==> src/design/tsms_pkg.sv <==
`timescale 1ns / 1ps
// ----------------------------------------------------------------------------
// tsms_pkg
// Types and constants for the timestamp to milliseconds unit.
// ----------------------------------------------------------------------------
package tsms_pkg;

  localparam int unsigned MillisWidth = 29;

  typedef struct packed {
    logic [7:0] char_code;
    logic       final_char;
  } char_item_t;

  typedef struct packed {
    logic                   ok;
    logic [MillisWidth-1:0] millis;
  } result_item_t;

  typedef enum logic [3:0] {
    POS_MS_UNITS   = 4'd0,
    POS_MS_TENS    = 4'd1,
    POS_MS_HUNDS   = 4'd2,
    POS_MS_DOT     = 4'd3,
    POS_SEC_UNITS  = 4'd4,
    POS_SEC_TENS   = 4'd5,
    POS_SEC_COLON  = 4'd6,
    POS_MIN_UNITS  = 4'd7,
    POS_MIN_TENS   = 4'd8,
    POS_MIN_COLON  = 4'd9,
    POS_HOUR_UNITS = 4'd10,
    POS_HOUR_TENS  = 4'd11,
    POS_END        = 4'd12
  } pos_t;

  localparam logic [7:0] CharZero  = 8'h30;  // '0'
  localparam logic [7:0] CharFive  = 8'h35;  // '5'
  localparam logic [7:0] CharNine  = 8'h39;  // '9'
  localparam logic [7:0] CharColon = 8'h3A;  // ':'
  localparam logic [7:0] CharDot   = 8'h2E;  // '.'

  localparam logic [MillisWidth-1:0] WeightMsTens    = MillisWidth'(10);
  localparam logic [MillisWidth-1:0] WeightMsHunds   = MillisWidth'(100);
  localparam logic [MillisWidth-1:0] WeightSecUnits  = MillisWidth'(1000);
  localparam logic [MillisWidth-1:0] WeightSecTens   = MillisWidth'(10 * 1000);
  localparam logic [MillisWidth-1:0] WeightMinUnits  = MillisWidth'(60 * 1000);
  localparam logic [MillisWidth-1:0] WeightMinTens   = MillisWidth'(10 * 60 * 1000);
  localparam logic [MillisWidth-1:0] WeightHourUnits = MillisWidth'(60 * 60 * 1000);
  localparam logic [MillisWidth-1:0] WeightHourTens  = MillisWidth'(10 * 60 * 60 * 1000);
  localparam logic [MillisWidth-1:0] WeightMsUnits   = MillisWidth'(1);

endpackage

==> src/design/timestamp_to_milliseconds_unit.sv <==
`timescale 1ns / 1ps
// ----------------------------------------------------------------------------
// timestamp_to_milliseconds_unit
// Parses an h:mm:ss.mmm timestamp fed last character first into milliseconds.
// ----------------------------------------------------------------------------
// One character item is taken per cycle while char_stall is low. Each item
// is captured in an input register, then checked and weighted against the
// current position combinationally (one constant-weight add into the running
// total); the item that carries final_char then loads the result register,
// which holds its result item, once the result slot is free. The input side
// stalls only while a result waits on a stalled output and another final
// character is ready behind it.
// Any bad character makes ok low and millis zero; the parser state returns
// to the start after every final character.
module timestamp_to_milliseconds_unit (
  input  logic                      clk,
  input  logic                      rst,
  input  logic                      char_valid,
  output logic                      char_stall,
  input  tsms_pkg::char_item_t      char_item,
  output logic                      result_valid,
  input  logic                      result_stall,
  output tsms_pkg::result_item_t    result_item
);

  logic                               in_valid;
  tsms_pkg::char_item_t               in_item;
  logic                               step;

  tsms_pkg::pos_t                     position;
  tsms_pkg::pos_t                     position_next;
  logic [tsms_pkg::MillisWidth-1:0]   total;
  logic [tsms_pkg::MillisWidth-1:0]   total_next;
  logic                               failed;
  logic                               failed_next;

  logic [7:0]                         c;
  logic                               is_dig9;
  logic                               is_dig5;
  logic [3:0]                         digit;
  logic                               add_en;
  logic [tsms_pkg::MillisWidth-1:0]   weight;
  logic [tsms_pkg::MillisWidth-1:0]   add_term;
  logic                               bad;
  tsms_pkg::pos_t                     pos_adv;

  // a non-final item never needs the result slot
  assign step = in_valid &&
                (!in_item.final_char || !result_valid || !result_stall);
  assign char_stall = in_valid && !step;

  always_ff @(posedge clk) begin
    if (rst) begin
      in_valid <= 1'b0;
    end else if (!in_valid || step) begin
      in_valid <= char_valid;
    end
  end

  always_ff @(posedge clk) begin
    if (char_valid && !char_stall) begin
      in_item <= char_item;
    end
  end

  assign c       = in_item.char_code;
  assign is_dig9 = (c >= tsms_pkg::CharZero) && (c <= tsms_pkg::CharNine);
  assign is_dig5 = (c >= tsms_pkg::CharZero) && (c <= tsms_pkg::CharFive);
  assign digit   = c[3:0];

  always_comb begin
    pos_adv = position;
    add_en  = 1'b0;
    weight  = tsms_pkg::WeightMsUnits;
    bad     = 1'b0;
    unique case (position)
      tsms_pkg::POS_MS_UNITS: begin
        if (is_dig9) begin
          add_en = 1'b1; pos_adv = tsms_pkg::POS_MS_TENS;
        end else bad = 1'b1;
      end
      tsms_pkg::POS_MS_TENS: begin
        weight = tsms_pkg::WeightMsTens;
        if (is_dig9) begin
          add_en = 1'b1; pos_adv = tsms_pkg::POS_MS_HUNDS;
        end else if (c == tsms_pkg::CharDot) pos_adv = tsms_pkg::POS_SEC_UNITS;
        else bad = 1'b1;
      end
      tsms_pkg::POS_MS_HUNDS: begin
        weight = tsms_pkg::WeightMsHunds;
        if (is_dig9) begin
          add_en = 1'b1; pos_adv = tsms_pkg::POS_MS_DOT;
        end else if (c == tsms_pkg::CharDot) pos_adv = tsms_pkg::POS_SEC_UNITS;
        else bad = 1'b1;
      end
      tsms_pkg::POS_MS_DOT: begin
        if (c == tsms_pkg::CharDot) pos_adv = tsms_pkg::POS_SEC_UNITS;
        else bad = 1'b1;
      end
      tsms_pkg::POS_SEC_UNITS: begin
        weight = tsms_pkg::WeightSecUnits;
        if (is_dig9) begin
          add_en = 1'b1; pos_adv = tsms_pkg::POS_SEC_TENS;
        end else bad = 1'b1;
      end
      tsms_pkg::POS_SEC_TENS: begin
        weight = tsms_pkg::WeightSecTens;
        if (is_dig5) begin
          add_en = 1'b1; pos_adv = tsms_pkg::POS_SEC_COLON;
        end else if (c == tsms_pkg::CharColon) pos_adv = tsms_pkg::POS_MIN_UNITS;
        else bad = 1'b1;
      end
      tsms_pkg::POS_SEC_COLON: begin
        if (c == tsms_pkg::CharColon) pos_adv = tsms_pkg::POS_MIN_UNITS;
        else bad = 1'b1;
      end
      tsms_pkg::POS_MIN_UNITS: begin
        weight = tsms_pkg::WeightMinUnits;
        if (is_dig9) begin
          add_en = 1'b1; pos_adv = tsms_pkg::POS_MIN_TENS;
        end else bad = 1'b1;
      end
      tsms_pkg::POS_MIN_TENS: begin
        weight = tsms_pkg::WeightMinTens;
        if (is_dig5) begin
          add_en = 1'b1; pos_adv = tsms_pkg::POS_MIN_COLON;
        end else if (c == tsms_pkg::CharColon) pos_adv = tsms_pkg::POS_HOUR_UNITS;
        else bad = 1'b1;
      end
      tsms_pkg::POS_MIN_COLON: begin
        if (c == tsms_pkg::CharColon) pos_adv = tsms_pkg::POS_HOUR_UNITS;
        else bad = 1'b1;
      end
      tsms_pkg::POS_HOUR_UNITS: begin
        weight = tsms_pkg::WeightHourUnits;
        if (is_dig9) begin
          add_en = 1'b1; pos_adv = tsms_pkg::POS_HOUR_TENS;
        end else bad = 1'b1;
      end
      tsms_pkg::POS_HOUR_TENS: begin
        weight = tsms_pkg::WeightHourTens;
        if (is_dig9) begin
          add_en = 1'b1; pos_adv = tsms_pkg::POS_END;
        end else bad = 1'b1;
      end
      default: bad = 1'b1;
    endcase
  end

  assign add_term = add_en ?
      tsms_pkg::MillisWidth'(weight * {{(tsms_pkg::MillisWidth-4){1'b0}}, digit}) : '0;

  always_comb begin
    position_next = position;
    total_next    = total;
    failed_next   = failed;
    if (!failed) begin
      position_next = pos_adv;
      total_next    = total + add_term;
      failed_next   = bad;
    end
  end

  always_ff @(posedge clk) begin
    if (rst) begin
      position <= tsms_pkg::POS_MS_UNITS;
      total    <= '0;
      failed   <= 1'b0;
    end else if (step) begin
      if (in_item.final_char) begin
        position <= tsms_pkg::POS_MS_UNITS;
        total    <= '0;
        failed   <= 1'b0;
      end else begin
        position <= position_next;
        total    <= total_next;
        failed   <= failed_next;
      end
    end
  end

  always_ff @(posedge clk) begin
    if (rst) begin
      result_valid <= 1'b0;
    end else if (step && in_item.final_char) begin
      result_valid <= 1'b1;
    end else if (!result_stall) begin
      result_valid <= 1'b0;
    end
  end

  always_ff @(posedge clk) begin
    if (step && in_item.final_char) begin
      result_item.ok     <= !failed_next;
      result_item.millis <= failed_next ? '0 : total_next;
    end
  end

  a_restart_after_final: assert property (@(posedge clk) disable iff (rst)
    step && in_item.final_char |=>
      position == tsms_pkg::POS_MS_UNITS && total == '0 && !failed)
    else $error("parser state not cleared after final item");

  a_failed_sticky: assert property (@(posedge clk) disable iff (rst)
    failed && step && !in_item.final_char |=> failed)
    else $error("failure flag dropped inside a timestamp");

  a_result_from_final: assert property (@(posedge clk) disable iff (rst)
    $rose(result_valid) |-> $past(step && in_item.final_char))
    else $error("result raised without a final item");

  a_bad_result_zero: assert property (@(posedge clk) disable iff (rst)
    result_valid && !result_item.ok |-> result_item.millis == '0)
    else $error("failed result carries a nonzero total");

endmodule
==> config.mk <==
export PLATFORM = sky130hd
export DESIGN_NAME = timestamp_to_milliseconds_unit
export DESIGN_NICKNAME = d
export VERILOG_FILES = /design/src/design/tsms_pkg.sv /design/src/design/timestamp_to_milliseconds_unit.sv
export SDC_FILE = /design/constraint.sdc
export NUM_CORES = 1
export LEC_CHECK = 0
export ABC_AREA = 1
export BUFFER_PORTS_ARGS = -buffer_cell sky130_fd_sc_hd__buf_2
export CORE_ASPECT_RATIO = 0.8
export CORE_UTILIZATION = 53
export DETAILED_ROUTE_END_ITERATION = 10
export GPL_TIMING_DRIVEN = 1
export PLACE_DENSITY = 0.71
export SLEW_MARGIN = 5
export SYNTH_ARGS = -nofsm -noshare
export SYNTH_HDL_FRONTEND = slang
export SYNTH_SLANG_ARGS = --single-unit
==> constraint.sdc <==
create_clock -name clk -period 5.75 [get_ports clk]
set_input_delay 1.725 -clock clk [delete_from_list [all_inputs] [get_ports clk]]
set_output_delay 1.725 -clock clk [all_outputs]
set_load 0.01 [all_outputs]
After elaboration in Yosys (flattened, before gate mapping)
Index checks and enable logic that the tools add are counted.

Reductions and logical operators: 24. Muxes and demuxes: 32. Equality and inequality tests: 20. $add $sub $neg: 1. $lt $le $gt $ge: 3. $mul: 1.

Operator list (number): one-hot mux 26 bit (8 select lines) (1); 2-to-1 mux 29 bit (3); 2-to-1 mux 4 bit (14); one-hot mux 4 bit (12 select lines) (1); adder 29 bit (1); multiplier 29 x 4 -> 29 bit (1); equality test 4 x 3 -> 1 bit (second input constant) (4); equality test 4 bit (second input constant) (4); equality test 8 x 6 -> 1 bit (second input constant) (2); less-or-equal comparator 8 x 6 -> 1 bit (second input constant) (2); inequality test 3 bit (second input constant) (5); nonzero test 13 bit (1); 2-to-1 mux 1 bit (11); equality test 4 x 2 -> 1 bit (second input constant) (2); >= comparator 8 x 6 -> 1 bit (second input constant) (1); AND reduction 8 bit (1); zero test 1 bit (7); OR reduction 7 bit (1); logical AND 1 bit (6); OR reduction 2 bit (3); one-hot mux 1 bit (5 select lines) (1); OR reduction 5 bit (1); equality test 4 x 1 -> 1 bit (second input constant) (1); zero test 4 bit (1); 4 further kinds (6).

Input bits: 13. Register bits after elaboration: 75. Logic and storage cells: 90. Output and inout bits: 32.

Depth between registers and ports, before layout
Gate-level depths: netlist (run 1).

Depth in word-level cells: 8. Depth in mapped cells: 44. Depth with buffers taken out: 44.

Worst setup path after synthesis (run 1)
Ideal clock, no wire load.

Path kind: register to register. From: reg position[3]. To: reg result_item[24] (netlist name), data pin. Clock period less this slack: 5.636 ns. Path slack: 0.114 ns. Library setup time: 0.262 ns. Arrival: 5.374 ns. Path buffers: 0. Stages on the path, launching flop included: 31. Required time: 5.488 ns. Cell sequence: dfxtp_1 > inv_1 > ha_1 > inv_1 > nor2_1 > inv_1 > nand2_1 > nor2_1 > inv_1 > nor3_1 > nand2_1 > fa_1 > fa_1 > inv_1 > fa_1 > nand3_1 > nand3_1 > a21oi_1 > nor2_1 > nor2_1 > xor2_1 > nor2_1 > ha_1 > nand2_1 > nor2_1 > nand4_1 > or2_2 > nand4_1 > nand3_1 > o21ai_0 > nor2_4.

Longest elaborated chain between the ends: 6. Elaborated cells between the ends (all ways): 25. Classes of those cells: add/sub (1); mul (1); eq/ne (11); mux (6); reduce/logical (6).

RTL lines: start, declared (RTL line timestamp_to_milliseconds_unit.sv:30) `tsms_pkg::pos_t position;`; start signal, assigned (RTL line timestamp_to_milliseconds_unit.sv:166) `position <= tsms_pkg::POS_MS_UNITS;`; start signal, assigned (RTL line timestamp_to_milliseconds_unit.sv:171) `position <= tsms_pkg::POS_MS_UNITS;`; start signal, assigned (RTL line timestamp_to_milliseconds_unit.sv:175) `position <= position_next;`; equality test 4 bit, or another cell as far along (RTL line timestamp_to_milliseconds_unit.sv:76) `unique case (position)`; one-hot mux 26 bit (8 select lines), or another cell as far along (RTL line timestamp_to_milliseconds_unit.sv:76); multiplier 29 x 4 -> 29 bit / one-hot mux 1 bit (2 select lines) (equally long branches) (RTL line timestamp_to_milliseconds_unit.sv:151, timestamp_to_milliseconds_unit.sv:76); 2-to-1 mux 29 bit (RTL line timestamp_to_milliseconds_unit.sv:150) `assign add_term = add_en ?`; adder 29 bit (RTL line timestamp_to_milliseconds_unit.sv:159) `total_next = total + add_term;`; 2-to-1 mux 29 bit (RTL line timestamp_to_milliseconds_unit.sv:157) `if (!failed) begin`; end, declared (RTL line timestamp_to_milliseconds_unit.sv:23) `output tsms_pkg::result_item_t result_item`.

Several ways; a longest one is shown, not always the timed one. A chain may end at the register's enable or synchronous reset.

Final worst setup path (run 1)
From: reg position[2]. To: reg result_item[27] (netlist name), data pin.

Same word-level chain as after synthesis.

==> metrics.yaml, run 1 <==
grt_setup_unrepaired: "true"
crit_fanout: 5
start_util_pct: 55.07
drt-wirelength-per-cell_um: 16.17
intPower_mw: 0.9546
fmax_mhz: 175.4
syn_avg_cell_area_um2: 6.666
max-cap-violations: 0
dp_hpwl_mm: 19.54
cts_buffer_depth: 2
fin_crit_sh_pct: 99.14
max_stage_delay_ps: 540
syn_to_final_growth_pct: 41.57
drc_errors: 0
postPlaceCellArea_um2: 10030
drtIter0Drc: 787
num-fill-cells: 1133
nNetsFinal: 1610
synth_area_leaders: "edfxtp_1 (14%), nand2_1 (13%), fa_1 (9.8%)"
setup_viol: 0
p_sw_share_pct: 26.24
core.rowCount: 40
grt_pass1_wl_mm: 40.74
tns_ps: 0
crit_slowest_cell: "fa_1"
die_w_um: 142.6
cts_buffers: 9
tightest_slew_ps: 878.2
syn_nets: 1375
irDropWorstVdd_uv: 147.3
power_density_nw_per_um2: 109.1
core_area_um2: 15210
hold_viol: 0
synth_warnings: 0
final_core_util_pct: 77.97
drt_first_pass_iters: 6
dp_slack_ps: -539.7
clock_sinks: 75
grt_use_total_pct: 32.25
fin_ws_ps: 49.34
final_cell_mix: "nand2_1 (234), buf_4 (197), inv_1 (184)"
period_needed_ps: 5701
htreeDepth: 3
layout-drive-gt1-share_pct: 37.27
vias: 9254
cts_tree: "done"
clock_latency_ps: 360
comb_power_share_pct: 7.7
crit_type: "reg -> reg"
crit_required_ps: 5840
status: "finished clean"
die_y_um: 114.5
grt_max_degree: 52
overflow: 0
ctsHoldBuffers: 0
cts-root-buf: "clkbuf_16"
endpoint_kind: "flop"
final_common_cell: "nand2_1"
grt_pass1_vias: 8219
ys_seq_area_share_pct: 22.58
p_seq_share_pct: 44.9
path_buf_inv: 10
postRouteWirelength_mm: 27.61
postRouteAntennaNets: 0
p_sw_mw: 0.3397
synth_top_area_share_pct: 13.98
instances_no_fill: 1707
slew_headroom_pct: 41.45
p_leak_nw: 5.673
clk_pin_slew_ps: 70
yosysUniqueCellTypes: 51
synth_seq_cells: 75
hold_class: "reg -> reg"
dp_cells: 1656
antenna_found_initial: 0
clkPwrFrac_pct: 47.4
io_pins: 45
synth_cells: 1257
yosysTopAreaCell: "edfxtp_1"
crit_path_start_kind: "flop"
worst_clock_skew_ps: 15.56
synth_area_um2: 8379
finalMaxSlewViolations: 0
cp_data_arrival_time_ps: 5790
port_buffers: 44
diodes: 0
avgViaCountPerCell: 5.421
dieArea_um2: 16320
place.gp.congestion: 0.9336
fin_area_um2: 11860
critical-path-top-delay-family: "adder cells"
registers in the layout (all words and copies together) (netlist names):
signal,flops
result_item,30
total,29
c,8
position,4
failed,1
in_item,1
in_valid,1
result_valid,1
through the flow:
step	hold slack, ps	total power, mW
6_report	486.5	1.294
5_1_grt	508.3	1.326
4_1_cts	487.6	1.291
3_5_place_dp	476.1	0.6862
3_3_place_gp	469.4	0.6853
2_1_floorplan	458.0	0.6526
power groups by stage:
stage | Combinational, mW | Sequential (mW) | Clock (mW)
after detailed placement | 0.0931 | 0.593 | 0
after floorplan | 0.0612 | 0.591 | 0
after global placement | 0.0921 | 0.593 | 0
after CTS | 0.0938 | 0.581 | 0.616
final | 0.100 | 0.581 | 0.613
after global routing | 0.110 | 0.583 | 0.633
Yosys cell counts (all sizes together):
cell type / count
or2: 13
nor2: 167
ha: 64
o211ai: 6
buf: 11
nand3b: 3
a41oi: 1
and2: 1
a21boi: 3
o21a: 1
a211oi: 1
clkbuf: 20
fa: 41
nand2: 291
o32ai: 1
nand4: 18
o2111ai: 1
xnor2: 4
nand3: 73
dfxtp: 36
o21bai: 10
o22ai: 1
nor4: 2
inv: 220
a21oi: 117
o21ai: 75
and3: 1
a21o: 4
a31oi: 1
o2bb2ai: 1
edfxtp: 39
nor3: 17
clkinv: 3
xor2: 10
worst min-delay path, stage by stage, from the launching register on:
cell	delay, ps
dfxtp_1	320
nand2_1	60
a21oi_1	50
kinds of logic (layout without fill, tap and decap cells):
group,Yosys count,after routing,synth area share [%]
adders and majority gates,105,105,19.35
and+or+nand+nor,586,586,30.30
DFF,75,75,22.58
buffers and inverters,254,494,11.87
AOI/OAI and AO/OA,223,223,14.44
xor gates and xnor gates,14,14,1.463
path summary, 6_finish.rpt:
| path | from | end | slack (ps) | cells after the start |
|---|---|---|---|---|
| max | position[2] | result_item[27] | 50 | 32 |
| min | total[0] | total[0] | 490 | 2 |
| max reg2reg | position[2] | result_item[27] | 50 | 32 |
| min reg2reg | total[0] | total[0] | 490 | 2 |
timing repair:
action,in CTS,in global routing
gates cloned,0,0
endpoints found under the setup margin,34,44
gates resized for setup,37,309
setup buffers,5,32
pin swaps,11,112
cell type report:
type | instances | area, um2 | area share (%)
clock inverter | 6 | 71.32 | 0.6012
inverter | 223 | 855.8 | 7.214
clock buffer | 10 | 239.0 | 2.015
timing repair buffer | 255 | 1866 | 15.73
multi-input combinational | 928 | 6669 | 56.22
sequential | 75 | 1899 | 16.01
tap | 210 | 262.8 | 2.215
routing by layer:
| layer | GRT usage, % | part of all wire, % | wire, um |
|---|---|---|---|
| met1 | 47.16 | 46 | 12570 |
| met2 | 49.31 | 44 | 12270 |
| met3 | 6.190 | 8.7 | 2392 |
| met4 | 6.452 | 1.4 | 374 |
| met5 | 0 | 0 | 0 |
(Power assumes the default switching activity.)
==> inputs of run 2 (changes only) <==
--- a/config.mk
+++ b/config.mk
@@ -8,10 +8,10 @@
 export ABC_AREA = 1
 export BUFFER_PORTS_ARGS = -buffer_cell sky130_fd_sc_hd__buf_2
 export CORE_ASPECT_RATIO = 0.8
-export CORE_UTILIZATION = 53
+export CORE_UTILIZATION = 30
 export DETAILED_ROUTE_END_ITERATION = 10
 export GPL_TIMING_DRIVEN = 1
-export PLACE_DENSITY = 0.71
+export PLACE_DENSITY = 0.45
 export SLEW_MARGIN = 5
 export SYNTH_ARGS = -nofsm -noshare
 export SYNTH_HDL_FRONTEND = slang
==> run 2 against run 1 <==
Register-to-register slack improved by 130 ps. Via count down 4.6%. Design area grew 4.3%. Sequential share of layout area fell by 0.66 points. Highest routed layer is now met5. Global-route usage down 12 points. First-iteration DRC count decreased by 48%. Non-clock buffer count grew 30. Critical endpoint is now result_item[22].
==> metrics.yaml, run 2 (same netlist as run 1, synthesis figures left out) <==
period_needed_ps: 5572  # -129.1 ps
power_density_nw_per_um2: 106.8  # -2.1%
clk_pin_slew_ps: 60  # about the same
syn_to_final_growth_pct: 47.62
finalMaxSlewViolations: 0  # unchanged
fin_crit_sh_pct: 96.90  # -2.2 points
grt_max_degree: 55  # +5.8%
cts_buffer_depth: 2  # unchanged
crit_required_ps: 5840  # about the same
cp_data_arrival_time_ps: 5660  # -130 ps
vias: 8827  # -4.6%
hold_viol: 0  # unchanged
worst_clock_skew_ps: 14.20  # -1.357 ps
overflow: 0  # unchanged
grt_use_total_pct: 20.03  # -12 points
irDropWorstVdd_uv: 156.3  # +6.1%
dieArea_um2: 28610  # +75%
place.gp.congestion: 0.9016  # -3.4%
port_buffers: 44  # unchanged
nNetsFinal: 1640  # +1.9%
crit_fanout: 4  # -1
dp_slack_ps: -939.1  # -399.5 ps
dp_cells: 1842  # +11%
die_w_um: 188.9  # +32%
dp_hpwl_mm: 21.63  # +11%
crit_path_frequent_cell: "buf_4"
crit_cells: 36  # +13%
max-cap-violations: 0  # unchanged
tightest_slew_ps: 915.0  # +36.77 ps
holdPathStages: 2  # unchanged
drtIter0Drc: 409  # -48%
cts_tree: "done"
drt-wirelength-per-cell_um: 14.99  # -7.3%
final_cell_mix: "nand2_1 (234), buf_4 (221), inv_1 (181)"
diodes: 0  # unchanged
io_pins: 45  # unchanged
crit_type: "reg -> reg"
cts-root-buf: "clkbuf_16"
drc_errors: 0  # unchanged
crit_path_start_kind: "flop"
start_util_pct: 30.62  # -24 points
die_y_um: 151.5  # +32%
core.rowCount: 54  # +35%
htreeDepth: 3  # unchanged
instances_no_fill: 1891  # +11%
top_register: "result_item"
p_leak_nw: 5.846  # +3.0%
core_area_um2: 27360  # +80%
drt_first_pass_iters: 5  # -1
clock_sinks: 75  # unchanged
reg2reg_depth: 36  # +13%
postRouteAntennaNets: 0  # unchanged
crit_slowest_cell: "fa_1"
postRouteWirelength_mm: 28.35  # +2.7%
slew_headroom_pct: 38.78  # -2.7 points
grt_setup_unrepaired: "true"
grt_pass1_vias: 8316  # +1.2%
layout-drive-gt1-share_pct: 37.98  # +0.71 points
cts_buffers: 9  # unchanged
antenna_found_initial: 1  # +1
setup_viol: 0  # unchanged
grt_pass1_wl_mm: 44.55  # +9.3%
p_total_mw: 1.321  # +2.1%
largest_reg_flops: 30  # unchanged
path_buf_inv: 11  # +1
fmax_mhz: 179.5  # +2.3%
largestRegisters: "result_item x30, total x29, c x8"
max_stage_delay_ps: 520  # -20 ps
fin_ws_ps: 178.4  # +129.1 ps
clock_latency_ps: 370  # about the same
hold_class: "reg -> reg"
final_common_cell: "nand2_1"
endpoint_kind: "flop"
avgViaCountPerCell: 4.668  # -14%
status: "finished clean"
critical-path-top-delay-family: "adder cells"
run 2: power breakdown:
| part | switching [mW] | total, mW | internal, mW |
|---|---|---|---|
| Sequential | 0.00875 | 0.581 | 0.572 |
| Clock | 0.256 | 0.635 | 0.379 |
| Combinational | 0.0735 | 0.105 | 0.0315 |
| Total | 0.339 | 1.32 | 0.982 |
run 2: final timing paths:
path	startpoint	to	slack, ps
worst max-delay path	position[3]	result_item[22]	180
worst min-delay path	total[25]	total[25]	490
worst max register to register	position[3]	result_item[22]	180
worst min register to register	total[25]	total[25]	490
run 2: layer usage:
metal | global-route usage [%] | up-vias | share of wire [%]
li1 | - | 4566 | -
met1 | 29.83 | 4097 | 53
met2 | 30.31 | 136 | 43
met3 | 3.270 | 26 | 3.1
met4 | 3.710 | 2 | 0.99
met5 | 0 | - | 0.032
run 2: metrics by stage:
stage / instance area, um2 / util, % / setup TNS (ps) / hold WS, ps
after floorplan: 8379 / - / 0 / 458.0
after global placement: 10470 / 38.27 / -8037 / 469.3
after detailed placement: 10470 / 38.27 / -7881 / 472.7
after CTS: 11170 / 40.82 / -25.84 / 482.3
after global routing: 12370 / 45.20 / -423.8 / 514.0
final: 12370 / 45.20 / 0 / 485.8
run 2: repair_timing:
| action | in CTS | in global routing |
|---|---|---|
| hold endpoints to repair | 0 | 0 |
| pin swaps | 28 | 137 |
| endpoints found under the setup margin | 30 | 43 |
| resized for setup | 83 | 277 |
| gates cloned | 0 | 0 |
| setup buffers | 7 | 26 |
| hold buffers | 0 | 0 |
run 2: tightest hold or removal path, delay by kind of cell (launching register included):
family          cells  cell delay (ps)
compound gates      1               60
flops               1              320
simple gates        1               70
run 2: layout make-up:
type	count	area, um2
fillers	2805	14990
multi-input cells	928	6740
repair buffers	285	2105
flip-flops and latches	75	1899
inverters	223	854.6
well taps	364	455.4
clock buffers	9	225.2
clock inverters	7	90.09
==> inputs of run 3 (changes only) <==
--- a/config.mk
+++ b/config.mk
@@ -11,6 +11,8 @@
 export CORE_UTILIZATION = 30
 export DETAILED_ROUTE_END_ITERATION = 10
 export GPL_TIMING_DRIVEN = 1
+export HOLD_SLACK_MARGIN = 0.08
+export MAX_ROUTING_LAYER = met4
 export PLACE_DENSITY = 0.45
 export SLEW_MARGIN = 5
 export SYNTH_ARGS = -nofsm -noshare
==> run 3 against run 2 <==
Wire length decreased by 0.86%. Setup slack worse by 140 ps. Register-to-register slack lost 140 ps. Die area unchanged. Maximum frequency shrank 2.4%. Worst hold slack better by 3.5 ps. Design area decreased by 2.0%. Clock skew decreased by 5.2 ps. Global-route usage grew 0.77 points.
==> metrics.yaml, run 3 (same netlist as run 1, synthesis figures left out) <==
clock_latency_ps: 360  # about the same
cts-root-buf: "clkbuf_16"
r2r_start: "position[3]"
final_cell_mix: "nand2_1 (237), buf_4 (226), inv_1 (192)"
core.rowCount: 54  # unchanged
final_common_cell: "nand2_1"
crit_required_ps: 5840  # about the same
min_to: "total[23]"
start_util_pct: 30.62  # unchanged
clkPwrFrac_pct: 50.2  # +2.1 points
largestRegisters: "result_item x30, total x29, c x8"
comb_power_share_pct: 7.7  # -0.3 points
dp_hpwl_mm: 21.87  # +1.1%
cts_tree: "done"
drt_first_pass_iters: 5  # unchanged
r2r-end: "result_item[22]"
avgViaCountPerCell: 4.712  # +0.95%
grt_max_degree: 55  # unchanged
cts_buffer_depth: 2  # unchanged
max_stage_delay_ps: 560  # +40 ps
rrSetupSlack_ps: 40  # -140 ps
drtIter0Drc: 469  # +15%
postRouteAntennaNets: 0  # unchanged
io_pins: 45  # unchanged
nNetsFinal: 1639  # -0.061%
cts_buffers: 9  # unchanged
fmax_mhz: 175.2  # -2.4%
crit_path_start_kind: "flop"
p_total_mw: 1.376  # +4.1%
slew_headroom_pct: 36.57  # -2.2 points
fin_crit_sh_pct: 99.26  # +2.4 points
intPower_mw: 1.029  # +4.8%
diodes: 0  # unchanged
power_density_nw_per_um2: 113.5  # +6.3%
period_needed_ps: 5707  # +135.7 ps
reg2reg_depth: 37  # +2.8%
p_sw_mw: 0.3465  # +2.3%
path_buf_inv: 12  # +1
crit_type: "reg -> reg"
cp_data_arrival_time_ps: 5800  # +140 ps
p_sw_share_pct: 25.18  # -0.45 points
die_w_um: 188.9  # unchanged
irDropWorstVdd_uv: 134.8  # -14%
clock_sinks: 75  # unchanged
worst_clock_skew_ps: 8.950  # -5.249 ps
num-fill-cells: 2917  # +4.0%
holdPathStages: 2  # unchanged
drt-wirelength-per-cell_um: 14.87  # -0.80%
vias: 8906  # +0.89%
top_register: "result_item"
hold_viol: 0  # unchanged
final_core_util_pct: 44.29  # -0.91 points
crit_slowest_cell: "fa_1"
tns_ps: 0  # unchanged
ctsHoldBuffers: 0  # unchanged
hold_class: "reg -> reg"
largest_reg_flops: 30  # unchanged
dieArea_um2: 28610  # unchanged
antenna_found_initial: 0  # -1
syn_to_final_growth_pct: 44.65
p_seq_share_pct: 42.1  # -1.9 points
critical-path-top-delay-family: "adder cells"
grt_pass1_wl_mm: 44.93  # +0.85%
die_y_um: 151.5  # unchanged
worstHoldStart: "total[23]"
overflow: 0  # unchanged
core_area_um2: 27360  # unchanged
layout-drive-gt1-share_pct: 36.04  # -1.9 points
finalMaxSlewViolations: 0  # unchanged
htreeDepth: 3  # unchanged
p_leak_nw: 5.794  # -0.89%
timing.hold.ws_ps: 489.3  # +3.464 ps
crit_fanout: 4  # unchanged
status: "finished clean"
endpoint_kind: "flop"
drc_errors: 0  # unchanged
postRouteWirelength_mm: 28.11  # -0.86%
dp_cells: 1844  # +0.11%
clk_pin_slew_ps: 70  # about the same
setup_viol: 0  # unchanged
instances_no_fill: 1890  # -0.053%
grt_pass1_vias: 8468  # +1.8%
port_buffers: 44  # unchanged
grt_setup_unrepaired: "true"
place.gp.congestion: 0.9375  # +4.0%
grt_use_total_pct: 20.80  # +0.77 points
tightest_slew_ps: 949.2  # +34.27 ps
max-cap-violations: 0  # unchanged
-- run 3: changes by cell type in the layout (fill, tap and decap cells not counted), moves of 4 or more --
cell,before,now
nand2_4,12,5
ha_1,36,42
inv_2,33,26
ha_4,24,19
buf_4,221,226
buf_6,20,14
inv_4,6,2
o21bai_4,4,0
a21oi_4,11,7
inv_1,181,192
nand2_2,44,48
-- run 3: per-layer routing --
layer / global-route usage (%) / vias up / routed length [um]
met5: - / - / 0
met4: 3.468 / 0 / 172
met3: 2.626 / 12 / 1087
met2: 30.15 / 153 / 11540
met1: 30.93 / 4171 / 15300
li1: - / 4570 / -
-- run 3: power groups by stage --
stage	clock network (mW)	logic, mW	registers, mW
3_3_place_gp	0	0.102	0.591
3_5_place_dp	0	0.103	0.591
2_1_floorplan	0	0.0612	0.591
5_1_grt	0.725	0.118	0.580
4_1_cts	0.710	0.104	0.579
6_report	0.691	0.106	0.579
-- run 3: worst register-to-register path, delay by kind of cell, from the launching register on --
| family | cells | cell delay, ps |
|---|---|---|
| buffers and inverters | 12 | 1150 |
| AND/OR/NAND/NOR | 17 | 1780 |
| XOR/XNOR | 1 | 130 |
| AO/OA/AOI/OAI | 2 | 160 |
| adder cells (fa/ha/maj) | 5 | 1860 |
| flip-flops | 1 | 340 |
-- run 3: metrics by stage --
| stage | cell area, um2 | setup WS (ps) |
|---|---|---|
| 2_1_floorplan | 8379 | 113.9 |
| 3_3_place_gp | 10490 | -998.2 |
| 3_5_place_dp | 10490 | -900.3 |
| 4_1_cts | 11190 | -26.94 |
| 5_1_grt | 12120 | -263.5 |
| 6_report | 12120 | 42.67 |
-- run 3: how the worst max path moves through the flow --
stage                            endpoint  cells past startpoint         from  slack (ps)
after CTS                 result_item[22]                     38  position[3]         -30
after global routing            total[28]                     40  position[3]        -260
after floorplan           result_item[24]                     30  position[3]         110
after global placement    result_item[22]                     35  position[3]       -1000
after detailed placement  result_item[22]                     33  position[2]        -900
final                     result_item[22]                     37  position[3]          40
-- run 3: final cells by class --
| class | instances | area [um2] | share of cell area (%) |
|---|---|---|---|
| Timing Repair Buffer | 284 | 2074 | 17.12 |
| Sequential cell | 75 | 1898 | 15.66 |
| Clock buffer | 10 | 229.0 | 1.889 |
| Inverter | 223 | 844.6 | 6.968 |
| Clock inverter | 6 | 112.6 | 0.9291 |
| Multi-Input combinational cell | 928 | 6506 | 53.68 |
| Tap cell | 364 | 455.4 | 3.758 |
-- run 3: repair_timing --
item                                    in CTS  in global routing
resized for setup                           78                221
endpoints found under the setup margin      29                 43
setup buffers                                9                 21
pin swaps                                   27                108
